### config.mk
export PLATFORM = sky130hd
export DESIGN_NAME = cartridge_port_command_transfer_flat
export DESIGN_NICKNAME = d
export VERILOG_FILES = /design/src/rtl/cpct_pkg.sv /design/src/rtl/cpct_if.sv /design/src/rtl/cartridge_port_command_transfer.sv /design/src/flat_wrapper.sv
export SDC_FILE = /design/constraint.sdc
export NUM_CORES = 1
export LEC_CHECK = 0
export BUFFER_PORTS_ARGS = -buffer_cell sky130_fd_sc_hd__clkbuf_2
export CORE_ASPECT_RATIO = 1.4
export CORE_MARGIN = 2
export CORE_UTILIZATION = 29
export DETAILED_ROUTE_END_ITERATION = 7
export MAX_ROUTING_LAYER = met4
export PLACE_DENSITY = 0.58
export SYNTH_ARGS = -nofsm -noshare
export SYNTH_HDL_FRONTEND = slang
export SYNTH_SLANG_ARGS = --single-unit
### constraint.sdc
create_clock -name clk_i -period 5.5 [get_ports clk_i]
set_clock_uncertainty 0.15 [all_clocks]
set_input_delay 0.825 -clock clk_i [delete_from_list [all_inputs] [get_ports clk_i]]
set_output_delay 0.825 -clock clk_i [all_outputs]
set_load 0.02 [all_outputs]
### src/rtl/cpct_pkg.sv
// shared types and constants of the cartridge port command transfer block
`default_nettype none
package cpct_pkg;

  // fixed geometry of the transfer
  localparam int unsigned SECTOR_SHIFT   = 9;
  localparam int unsigned SECTOR_W       = 16;
  localparam int unsigned BYTES_W        = SECTOR_W + SECTOR_SHIFT;
  localparam int unsigned CMD_W          = 5;
  localparam logic [CMD_W-1:0] MAX_CMD_BYTES = CMD_W'(16);
  localparam logic [CMD_W-1:0] MIN_CMD_BYTES = CMD_W'(1);

  // configuration port geometry
  localparam int unsigned ADDR_W = 4;
  localparam int unsigned DATA_W = 32;

  // reset values of the registers
  localparam logic [15:0] TIMEOUT_RESET = 16'd400;
  localparam logic        FORCE_RESET   = 1'b0;
  localparam logic [7:0]  ERROR_RESET   = 8'hFF;

  // input item opcodes
  localparam logic OP_START = 1'b0;
  localparam logic OP_POLL  = 1'b1;

  typedef enum logic [1:0] {
    REG_TIMEOUT = 2'd0,
    REG_FORCE   = 2'd1,
    REG_ERROR   = 2'd2,
    REG_NONE    = 2'd3
  } reg_idx_e;

  typedef enum logic [2:0] {
    PH_IDLE   = 3'd0,
    PH_LOCK   = 3'd1,
    PH_CMD    = 3'd2,
    PH_DATA   = 3'd3,
    PH_STATUS = 3'd4
  } phase_e;

  typedef enum logic [2:0] {
    ACT_WAIT   = 3'd0,
    ACT_LOCK   = 3'd1,
    ACT_WRITE  = 3'd2,
    ACT_READ   = 3'd3,
    ACT_FINISH = 3'd4
  } action_e;

  typedef struct packed {
    logic                op;
    logic                read_not_write;
    logic [CMD_W-1:0]    cmd_length;
    logic [SECTOR_W-1:0] sector_count;
    logic                wants_more;
    logic                device_idle;
    logic                lock_busy;
    logic                tick;
    logic [7:0]          out_byte;
    logic [7:0]          in_byte;
  } in_item_t;

  typedef struct packed {
    action_e    action;
    logic [7:0] byte_value;
    logic       is_command;
    logic       success;
    logic [7:0] status_byte;
    logic       lock_held;
  } out_item_t;

endpackage
`default_nettype wire

### src/rtl/cpct_if.sv
// valid/ready channel interfaces for input and result transactions
`default_nettype none
interface cpct_in_if;
  logic               valid;
  logic               ready;
  cpct_pkg::in_item_t data;

  modport source (output valid, output data, input ready);
  modport sink   (input valid, input data, output ready);
endinterface

interface cpct_out_if;
  logic                valid;
  logic                ready;
  cpct_pkg::out_item_t data;

  modport source (output valid, output data, input ready);
  modport sink   (input valid, input data, output ready);
endinterface
`default_nettype wire

### src/rtl/cartridge_port_command_transfer.sv
// host-side command transfer sequencer over the cartridge port byte link
//
//   channel   direction  handshake        contents
//   in_i      sink       valid/ready      start or poll transaction
//   out_o     source     valid/ready      one result transaction per input
//   apb       slave      psel/penable     timeout, force lock, error status
//
// one transaction per cycle while no result waits on a stalled output:
// the sequencer step is computed straight from the accepted input and the
// state registers into the result register, valid in the next cycle.
// in_i.ready is high whenever the result register is empty or being taken,
// so a stalled output only holds off the input while a result waits.
// rst_ni clears the phase, counters and registers to their reset values.
`default_nettype none
module cartridge_port_command_transfer (
  input  wire logic                          clk_i,
  input  wire logic                          rst_ni,
  cpct_in_if.sink                            in_i,
  cpct_out_if.source                         out_o,
  input  wire logic                          psel,
  input  wire logic                          penable,
  input  wire logic                          pwrite,
  input  wire logic [cpct_pkg::ADDR_W-1:0]   paddr,
  input  wire logic [cpct_pkg::DATA_W-1:0]   pwdata,
  output logic      [cpct_pkg::DATA_W-1:0]   prdata,
  output logic                               pready
);

  // configuration registers
  logic [15:0] timeout_q;
  logic        force_q;
  logic [7:0]  error_q;

  // sequencer state
  cpct_pkg::phase_e                      phase_q, phase_d;
  logic [15:0]                           elapsed_q, elapsed_d;
  logic [cpct_pkg::CMD_W-1:0]            cmd_index_q, cmd_index_d;
  logic [cpct_pkg::BYTES_W-1:0]          bytes_left_q, bytes_left_d;
  logic [7:0]                            last_data_q, last_data_d;
  logic                                  dir_read_q, dir_read_d;
  logic [cpct_pkg::CMD_W-1:0]            cmds_total_q, cmds_total_d;
  logic                                  holding_q, holding_d;

  // result register
  logic                  out_valid_q;
  cpct_pkg::out_item_t   out_data_q;
  cpct_pkg::out_item_t   res;

  logic                  in_acc;
  logic                  cfg_wr;
  cpct_pkg::reg_idx_e    reg_idx;

  logic [15:0]                elapsed_inc;
  logic                       timed_out;
  logic                       finish_now;
  logic                       fin_ok;
  logic [7:0]                 fin_status;
  logic [cpct_pkg::CMD_W-1:0] len;
  logic [cpct_pkg::CMD_W-1:0] idx_inc;

  // handshakes
  assign in_i.ready  = !out_valid_q || out_o.ready;
  assign in_acc      = in_i.valid && in_i.ready;
  assign out_o.valid = out_valid_q;
  assign out_o.data  = out_data_q;

  // configuration port decode
  assign pready  = 1'b1;
  assign reg_idx = cpct_pkg::reg_idx_e'(paddr[3:2]);
  assign cfg_wr  = psel && penable && pwrite && pready;

  always_comb begin
    prdata = '0;
    case (reg_idx)
      cpct_pkg::REG_TIMEOUT: prdata = cpct_pkg::DATA_W'(timeout_q);
      cpct_pkg::REG_FORCE:   prdata = cpct_pkg::DATA_W'(force_q);
      cpct_pkg::REG_ERROR:   prdata = cpct_pkg::DATA_W'(error_q);
      default:               prdata = '0;
    endcase
  end

  always_ff @(posedge clk_i or negedge rst_ni) begin
    if (!rst_ni) begin
      timeout_q <= cpct_pkg::TIMEOUT_RESET;
      force_q   <= cpct_pkg::FORCE_RESET;
      error_q   <= cpct_pkg::ERROR_RESET;
    end else if (cfg_wr) begin
      case (reg_idx)
        cpct_pkg::REG_TIMEOUT: timeout_q <= pwdata[15:0];
        cpct_pkg::REG_FORCE:   force_q   <= pwdata[0];
        cpct_pkg::REG_ERROR:   error_q   <= pwdata[7:0];
        default: ;
      endcase
    end
  end

  // saturating tick count and timeout compare
  assign elapsed_inc = (in_i.data.tick && (elapsed_q != 16'hFFFF)) ? elapsed_q + 16'd1
                                                                   : elapsed_q;
  assign timed_out   = elapsed_inc >= timeout_q;
  assign idx_inc     = cmd_index_q + cpct_pkg::CMD_W'(1);

  // command length clamp
  always_comb begin
    len = in_i.data.cmd_length;
    if (len == '0) len = cpct_pkg::MIN_CMD_BYTES;
    if (len > cpct_pkg::MAX_CMD_BYTES) len = cpct_pkg::MAX_CMD_BYTES;
  end

  // sequencer step for one transaction
  always_comb begin
    phase_d      = phase_q;
    elapsed_d    = elapsed_q;
    cmd_index_d  = cmd_index_q;
    bytes_left_d = bytes_left_q;
    last_data_d  = last_data_q;
    dir_read_d   = dir_read_q;
    cmds_total_d = cmds_total_q;
    holding_d    = holding_q;
    finish_now   = 1'b0;
    fin_ok       = 1'b0;
    fin_status   = '0;
    res          = '0;
    res.action   = cpct_pkg::ACT_WAIT;

    if (in_acc) begin
      if (in_i.data.op == cpct_pkg::OP_START) begin
        // new command drops any running one
        dir_read_d   = in_i.data.read_not_write;
        cmds_total_d = len;
        bytes_left_d = cpct_pkg::BYTES_W'(in_i.data.sector_count) << cpct_pkg::SECTOR_SHIFT;
        cmd_index_d  = '0;
        elapsed_d    = '0;
        holding_d    = 1'b0;
        phase_d      = cpct_pkg::PH_LOCK;
      end else if (phase_q == cpct_pkg::PH_IDLE) begin
        res.lock_held = holding_q;
      end else begin
        elapsed_d = elapsed_inc;
        if (phase_q == cpct_pkg::PH_LOCK) begin
          // lock acquisition
          if (force_q || !in_i.data.lock_busy) begin
            holding_d   = 1'b1;
            elapsed_d   = '0;
            cmd_index_d = '0;
            phase_d     = cpct_pkg::PH_CMD;
            res.action  = cpct_pkg::ACT_LOCK;
          end else if (timed_out) begin
            finish_now = 1'b1;
            fin_status = error_q;
          end
        end else if (phase_q == cpct_pkg::PH_CMD && cmd_index_q == '0) begin
          // first command byte goes out without a handshake
          res.action     = cpct_pkg::ACT_WRITE;
          res.byte_value = in_i.data.out_byte;
          res.is_command = 1'b1;
          cmd_index_d    = cpct_pkg::CMD_W'(1);
          if (cpct_pkg::CMD_W'(1) >= cmds_total_q) begin
            last_data_d = '0;
            phase_d     = (bytes_left_q == '0) ? cpct_pkg::PH_STATUS : cpct_pkg::PH_DATA;
          end
        end else if (!in_i.data.wants_more) begin
          // peer not asking: idle ends the transfer, else check timeout
          if (in_i.data.device_idle) begin
            finish_now = 1'b1;
            fin_ok     = (phase_q != cpct_pkg::PH_CMD);
            fin_status = last_data_q;
          end else if (timed_out) begin
            finish_now = 1'b1;
            fin_status = error_q;
          end
        end else begin
          case (phase_q)
            cpct_pkg::PH_CMD: begin
              res.action     = cpct_pkg::ACT_WRITE;
              res.byte_value = in_i.data.out_byte;
              res.is_command = 1'b1;
              cmd_index_d    = idx_inc;
              if (idx_inc >= cmds_total_q) begin
                last_data_d = '0;
                phase_d     = (bytes_left_q == '0) ? cpct_pkg::PH_STATUS
                                                   : cpct_pkg::PH_DATA;
              end
            end
            cpct_pkg::PH_DATA: begin
              if (dir_read_q) begin
                res.action     = cpct_pkg::ACT_READ;
                res.byte_value = in_i.data.in_byte;
              end else begin
                res.action     = cpct_pkg::ACT_WRITE;
                res.byte_value = in_i.data.out_byte;
              end
              last_data_d = in_i.data.in_byte;
              if (bytes_left_q != '0) begin
                bytes_left_d = bytes_left_q - cpct_pkg::BYTES_W'(1);
              end
              if (bytes_left_q <= cpct_pkg::BYTES_W'(1)) begin
                phase_d = cpct_pkg::PH_STATUS;
              end
            end
            default: begin
              // status byte
              finish_now = 1'b1;
              fin_ok     = 1'b1;
              fin_status = in_i.data.in_byte;
            end
          endcase
        end

        if (finish_now) begin
          phase_d         = cpct_pkg::PH_IDLE;
          holding_d       = 1'b0;
          res.action      = cpct_pkg::ACT_FINISH;
          res.success     = fin_ok;
          res.status_byte = fin_status;
        end
        res.lock_held = holding_d;
      end
    end
  end

  // state registers
  always_ff @(posedge clk_i or negedge rst_ni) begin
    if (!rst_ni) begin
      phase_q      <= cpct_pkg::PH_IDLE;
      elapsed_q    <= '0;
      cmd_index_q  <= '0;
      bytes_left_q <= '0;
      last_data_q  <= '0;
      dir_read_q   <= 1'b0;
      cmds_total_q <= '0;
      holding_q    <= 1'b0;
    end else begin
      phase_q      <= phase_d;
      elapsed_q    <= elapsed_d;
      cmd_index_q  <= cmd_index_d;
      bytes_left_q <= bytes_left_d;
      last_data_q  <= last_data_d;
      dir_read_q   <= dir_read_d;
      cmds_total_q <= cmds_total_d;
      holding_q    <= holding_d;
    end
  end

  // result register valid
  always_ff @(posedge clk_i or negedge rst_ni) begin
    if (!rst_ni) begin
      out_valid_q <= 1'b0;
    end else if (in_acc) begin
      out_valid_q <= 1'b1;
    end else if (out_o.ready) begin
      out_valid_q <= 1'b0;
    end
  end

  // result register payload
  always_ff @(posedge clk_i) begin
    if (in_acc) begin
      out_data_q <= res;
    end
  end

  // a finish result never reports the lock as held
  a_finish_releases: assert property (@(posedge clk_i) disable iff (!rst_ni)
    out_valid_q && (out_data_q.action == cpct_pkg::ACT_FINISH) |-> !out_data_q.lock_held)
    else $error("finish result reports lock held");

  // the lock is only held in the command, data or status phase
  a_lock_phase: assert property (@(posedge clk_i) disable iff (!rst_ni)
    holding_q |-> (phase_q == cpct_pkg::PH_CMD || phase_q == cpct_pkg::PH_DATA ||
                   phase_q == cpct_pkg::PH_STATUS))
    else $error("lock held outside transfer phases");

  // a start always lands in the lock phase with the lock released
  a_start_lock: assert property (@(posedge clk_i) disable iff (!rst_ni)
    in_acc && (in_i.data.op == cpct_pkg::OP_START) |=>
      (phase_q == cpct_pkg::PH_LOCK) && !holding_q && (elapsed_q == '0))
    else $error("start did not enter lock phase");

  // data phase always has bytes left to move
  a_data_count: assert property (@(posedge clk_i) disable iff (!rst_ni)
    (phase_q == cpct_pkg::PH_DATA) |-> (bytes_left_q != '0))
    else $error("data phase with no bytes left");

  // an empty result register never holds off the input
  a_ready_empty: assert property (@(posedge clk_i) disable iff (!rst_ni)
    !out_valid_q |-> in_i.ready)
    else $error("input stalled with empty result register");

endmodule
`default_nettype wire
### src/flat_wrapper.sv
// flat-port wrapper written by rule: the top's interface ports become plain ports
module cartridge_port_command_transfer_flat 
  (clk_i, rst_ni, psel, penable, pwrite, paddr, pwdata, prdata, pready, in_i_valid, in_i_data, in_i_ready, out_o_valid, out_o_data, out_o_ready);
  cpct_in_if in_i_i ();
  cpct_out_if out_o_i ();
  input  wire logic clk_i;
  input  wire logic rst_ni;
  input  wire logic psel;
  input  wire logic penable;
  input  wire logic pwrite;
  input  wire logic [cpct_pkg::ADDR_W-1:0] paddr;
  input  wire logic [cpct_pkg::DATA_W-1:0] pwdata;
  output logic      [cpct_pkg::DATA_W-1:0] prdata;
  output logic pready;
  input wire logic [$bits(in_i_i.valid)-1:0] in_i_valid;
  input wire logic [$bits(in_i_i.data)-1:0] in_i_data;
  output wire logic [$bits(in_i_i.ready)-1:0] in_i_ready;
  output wire logic [$bits(out_o_i.valid)-1:0] out_o_valid;
  output wire logic [$bits(out_o_i.data)-1:0] out_o_data;
  input wire logic [$bits(out_o_i.ready)-1:0] out_o_ready;
  assign in_i_i.valid = in_i_valid;
  assign in_i_i.data = in_i_data;
  assign in_i_ready = in_i_i.ready;
  assign out_o_valid = out_o_i.valid;
  assign out_o_data = out_o_i.data;
  assign out_o_i.ready = out_o_ready;
  cartridge_port_command_transfer u_core (.clk_i(clk_i), .rst_ni(rst_ni), .in_i(in_i_i), .out_o(out_o_i), .psel(psel), .penable(penable), .pwrite(pwrite), .paddr(paddr), .pwdata(pwdata), .prdata(prdata), .pready(pready));
endmodule
After elaboration in Yosys (flattened, before gate mapping)
Index checks and enable logic that the tools add are counted.

Register bits after elaboration: 112. Input bits: 86. Output and inout bits: 57. Word-level logic and storage cells: 161.

$add $sub $neg: 3. Order comparisons: 5. Equality and inequality tests: 24. Multiplexer cells: 73. Bitwise gates (word level): 4. Reduce and logical (&&, ||, !) cells: 33.

Operators with widths (count): 2-to-1 mux 25 bit (7); 2-to-1 mux 8 bit (11); 2-to-1 mux 16 bit (5); one-hot mux 16 bit (3 select lines) (1); 2-to-1 mux 5 bit (9); 2-to-1 mux 3 bit (13); less-or-equal comparator 25 x 1 -> 1 bit (second input constant) (1); zero test 25 bit (1); nonzero test 25 bit (1); subtractor 25 x 1 -> 25 bit (second input constant) (1); 2-to-1 mux 12 bit (2); one-hot mux 11 bit (2 select lines) (1); 2-to-1 mux 1 bit (21); adder 16 x 1 -> 16 bit (second input constant) (1); greater-or-equal comparator 16 bit (1); inequality test 16 bit (second input constant) (1); one-hot mux 8 bit (2 select lines) (1); AND reduction 8 bit (2); zero test 5 bit (2); inequality test 2 bit (second input constant) (5); AND reduction 2 bit (5); 2-to-1 mux 9 bit (1); OR reduction 3 bit (3); AND reduction 7 bit (1); other kinds (31) (45).

Logic depth before layout (Yosys ltp)
Depth in word-level cells: 15. Gate-level depth with buffers: 15. Gate-level depth less buffers: 14.

Least setup slack after synthesis
OpenSTA, ideal clock, no wires.

Path kind: flip-flop to flip-flop. From: register u_core.elapsed_q[6]. To: register u_core.out_data_q, in the netlist u_core.out_o.data[1], data pin. Library setup time: 0.262 ns. Arrival: 3.022 ns. Required time: 5.088 ns. Path slack: 2.066 ns. Stages on the path, launching flop included: 15. Path buffers: 2. Clock period less this slack: 3.434 ns. Cells stage by stage: dfrtp_1 -> clkbuf_1 -> and4_1 -> and3_1 -> a211oi_1 -> nand3_1 -> xnor2_1 -> ha_1 -> a41oi_1 -> o21ai_0 -> a32oi_1 -> nand2_1 -> and4_1 -> clkbuf_1 -> o2bb2ai_1.

Cells in the longest elaborated chain, start to end: 14. Elaborated cells on any way between the ends: 22. Those cells by class: 1 x add/sub; 1 x order compare; 1 x eq/ne; 16 x mux; 1 x bitwise; 2 x reduce/logical.

Ends and longest elaborated chain: start, declared (line cartridge_port_command_transfer.sv:36) `logic [15:0] elapsed_q, elapsed_d;`; start signal, assigned (line cartridge_port_command_transfer.sv:235) `elapsed_q <= elapsed_d;`; branches (longest 2 deep; another with adder 16 x 1 -> 16 bit); 2-to-1 mux 16 bit (*) (line cartridge_port_command_transfer.sv:98) `assign elapsed_inc = (in_i.data.tick && (elapsed_q != 16'hFFFF)) ? elapsed_q + 16'd1`; greater-or-equal comparator 16 bit (*) (line cartridge_port_command_transfer.sv:100) `assign timed_out = elapsed_inc >= timeout_q;`; 2-to-1 mux 1 bit (line cartridge_port_command_transfer.sv:148, cartridge_port_command_transfer.sv:168); 2-to-1 mux 1 bit (line cartridge_port_command_transfer.sv:164) `if (in_i.data.device_idle) begin`; 2-to-1 mux 1 bit (line cartridge_port_command_transfer.sv:162) `end else if (!in_i.data.wants_more) begin`; 2-to-1 mux 1 bit (line cartridge_port_command_transfer.sv:152) `end else if (phase_q == cpct_pkg::PH_CMD && cmd_index_q == '0) begin`; 2-to-1 mux 1 bit (line cartridge_port_command_transfer.sv:140) `if (phase_q == cpct_pkg::PH_LOCK) begin`; 2-to-1 mux 1 bit (line cartridge_port_command_transfer.sv:136) `end else if (phase_q == cpct_pkg::PH_IDLE) begin`; 2-to-1 mux 1 bit (line cartridge_port_command_transfer.sv:127) `if (in_i.data.op == cpct_pkg::OP_START) begin`; 2-to-1 mux 1 bit (line cartridge_port_command_transfer.sv:126) `if (in_acc) begin`; NOT 1 bit (no line); OR reduction 3 bit (no line); end signal, assigned (line cartridge_port_command_transfer.sv:259) `out_data_q <= res;`; end, declared (line cartridge_port_command_transfer.sv:46) `cpct_pkg::out_item_t out_data_q;`.

Every way passes the cells marked *. The select of a mux whose other input is x is not followed. A chain may end at the register's enable or synchronous reset.

Final worst setup path
From: register u_core.elapsed_q[0]. To: register u_core.out_data_q, in the netlist u_core.out_o.data[5], data pin.

The elaborated chain is that of the path after synthesis.

==> impl_metrics.py <==
metrics = {
    "clock_tree": {
        "clock_sinks": 112,
        "clock_latency_ns": 0.36,
        "hold_fix_buffers_at_cts": 0,
        "ctsHtreeMaxLevel": 3,
        "cts_setup_buffers": 0,
        "clock_tree.root_cell": "clkbuf_16",
        "cts_resized": 0,
        "cts-buffers-inserted": 9,
        "cts.reportedPaths.clkPinSlew_ns": 0.08,
        "cts-root-to-sink-buffers": 2,
        "clock_tree_from_tritoncts": "yes",
    },
    "worst_setup_path": {
        "crit_buf_inv": 0,
        "cp-start-kind": "flop",
        "critical_path_class": "flop to flop",
        "reg_to_reg_critical_path_endpoint": "u_core.out_o.data[5]",
        "cpPeakStageDelay_ns": 0.46,
        "cpMostUsedCell": "nand3_1",
        "worst_ep_arrival_time_ns": 3.87,
        "critical_path.endpoint_type": "flop",
        "rr_startpoint": "u_core.elapsed_q[0]",
        "endpoint_required_time_on_the_critical_path_ns": 5.46,
        "worst_r2r_path_depth": 12,
        "timing.critical_path.slowest_stage_cell": "dfrtp_1",
        "timing.critical_path.fanout_max": 9,
        "r2r_slack_ns": 1.59,
        "cpLargestDelayFamily": "simple AND/OR/NAND/NOR gates",
        "path_cells": "ha_1 -> nand3_1 -> nor3_1 -> a21oi_1 -> xnor2_1 -> ha_1 -> nand2b_1 -> a2111o_1 -> a32oi_1 -> nand3_1 -> nand3_1 -> o2bb2ai_1",
    },
    "timing": {
        "timing.setup.tns_ns": 0,
        "slew-limit-headroom_pct": 28.9,
        "tightest_slew_ns": 1.06,
        "post-route-period-util_pct": 71.1,
        "hold_violations": 0,
        "total_count_of_max_transition_violations_in_the_final_report": 0,
        "post-route-min-period_ns": 3.91,
        "grt_setup_unrepaired": "false",
        "max_clock_freq_mhz": 256,
        "setup_viol_count_final": 0,
    },
    "routing": {
        "vias": 5615,
        "detail_route.iter0.violations": 317,
        "antenna_violating_nets_post_route": 0,
        "wl_per_cell_um": 15.7,
        "post_drt_via_cell_ratio": 5.00,
        "routed_wirelength_um": 17600,
        "drt-pass1-iter-count": 4,
        "drc_viols": 0,
    },
    "synthesis": {
        "synthFlopType": "dfrtp_1",
        "synthDistinctLibCells": 60,
        "ys_seq_elements": 112,
        "synth_largest_type_area_fraction_pct": 29.7,
        "ys.warnings.count": 0,
        "postSynth.asyncResetShare_pct": 80.4,
        "netlist_area_mm2": 0.00666,
        "synth_edf_count": 22,
        "ys_top_cells_by_area": "dfrtp_1 30%, edfxtp_1 9.9%, ha_1 4.9%",
        "yosys.area.top_type": "dfrtp_1",
        "synth_sequential_area_ratio_pct": 43.9,
        "synth_cells": 736,
        "synth.avg_cell_area_um2": 9.05,
    },
    "place": {
        "dp_hpwl_um": 13200,
        "final_replace_weighted_congestion": 0.804,
        "placed_cells": 1107,
        "portBuffers": 107,
    },
    "floorplanning": {
        "initial_core_util_pct": 29.6,
        "dieArea_mm2": 0.0242,
        "floorplan.die.height_um": 183,
        "placement_rows": 65,
        "design.portCount": 143,
        "die_width_um": 132,
        "core_footprint_mm2": 0.0225,
    },
    "run": {
        "drv_cap": 0,
    },
    "finish": {
        "final_common_cell": "clkbuf_2",
        "final_net_count": 929,
        "finalNonFillerCells": 1123,
        "most-common-layout-cells": "106 x clkbuf_2, 86 x nand2_1, 79 x dfrtp_1",
        "flow.area_growth_from_synthesis_pct": 16.1,
        "diodes": 0,
        "fraction_of_layout_instances_using_a_drive_strength_above_1_pct": 19.8,
    },
    "power": {
        "power.density_cell_area_mw_per_mm2": 347,
        "leakagePower_nw": 3.35,
        "power.total_mw": 2.68,
        "largest_vdd_supply_drop_uv": 174,
    },
    "hold_path": {
        "worstHoldPathType": "input pin to async pin",
    },
    "grt": {
        "maximum_number_of_pins_on_one_net_before_global_route_repair": 47,
        "first_global_vias": 5422,
        "antenna_found_initial": 0,
        "global_route_wire_length_before_repair_um": 28700,
        "grtUsageTotal_pct": 15.3,
        "grt_overflow_total": 0,
    },
    "status": {
        "run_status": "complete, no violations",
    },
}
==> how the worst max path moves through the flow <==
stage / from / end / slack [ns] / cells past startpoint
after global routing: u_core.elapsed_q[0] / u_core.out_o.data[4] / 1.22 / 12
after detailed placement: in_i_data[16] / u_core.out_o.data[4] / 1.40 / 12
after CTS: u_core.elapsed_q[0] / u_core.out_o.data[4] / 1.54 / 12
final: u_core.elapsed_q[0] / u_core.out_o.data[5] / 1.59 / 12
after floorplan: u_core.elapsed_q[6] / u_core.out_o.data[1] / 2.07 / 14
after global placement: in_i_data[16] / u_core.out_o.data[4] / 1.43 / 12
==> through the flow <==
stage          instance area [um^2]  setup slack [ns]  util (%)  hold slack [ns]
2_1_floorplan                  6720              2.07         -            0.300
3_3_place_gp                   7410              1.43      32.9            0.313
3_5_place_dp                   7410              1.40      32.9            0.322
4_1_cts                        7730              1.54      34.3            0.339
5_1_grt                        7730              1.22      34.3            0.362
6_report                       7730              1.59      34.3            0.320
==> flip-flops by register name (all words and copies together) (netlist names) <==
signal	flops
u_core.dir_read_q	1
u_core.bytes_left_q	25
u_core.elapsed_q	16
u_core.holding_q	1
u_core.error_q	8
u_core.out_o.valid	1
u_core.cmds_total_q	5
u_core.phase_q	3
u_core.timeout_q	16
u_core.out_o.data	22
u_core.force_q	1
u_core.cmd_index_q	5
u_core.last_data_q	8
==> area by class of cell <==
type                            count  area, um^2
Multi-Input combinational cell    544        3380
Sequential cell                   112        2930
Inverter                           36         135
Clock inverter                      6        87.6
Tap cell                          301         377
Timing Repair Buffer              114         591
Fill cell                        2325       14800
Clock buffer                       10         239
==> cell families after synthesis <==
kind of cell | Yosys count | share of synthesized area (%)
other | 2 | 0.113
adders and majority gates | 26 | 4.88
AOI/OAI and AO/OA | 187 | 17.8
muxes | 31 | 4.85
DFF | 112 | 43.9
buffers and inverters | 95 | 6.40
and+or+nand+nor | 262 | 19.3
xor gates and xnor gates | 21 | 2.76
==> power by group <==
group	switching, mW	leakage, nW	internal [mW]	total [mW]
Combinational	0.526	1.83	0.299	0.825
Sequential	0.120	1.36	0.998	1.12
Clock	0.323	0.163	0.414	0.738
==> Yosys cell counts, types with 4 or more instances <==
cell type,instances
a211oi_1,6
a21oi_1,31
a22o_1,5
a22oi_1,16
a31o_2,4
a31oi_1,8
and3_1,7
and4_1,4
buf_2,5
buf_4,17
clkbuf_1,34
dfrtp_1,79
dfstp_2,11
edfxtp_1,22
ha_1,26
inv_1,36
mux2_2,10
mux2i_1,21
nand2_1,86
nand2b_1,8
nand3_1,23
nand3b_1,5
nand4_1,7
nor2_1,47
nor3_1,35
nor3b_1,5
nor4_1,8
o21ai_0,65
o22ai_1,13
o2bb2ai_1,8
o31ai_1,9
or3_1,8
or4_1,6
xnor2_1,12
xor2_1,9
==> layer usage <==
layer	global-route usage, %	wire length [um]	up-vias
met3	1.74	599	15
met4	4.61	239	0
li1	-	-	2795
met5	-	0	-
met1	18.2	7690	2685
met2	27.0	9070	120
Note: power is estimated with default switching activity, not from simulation.
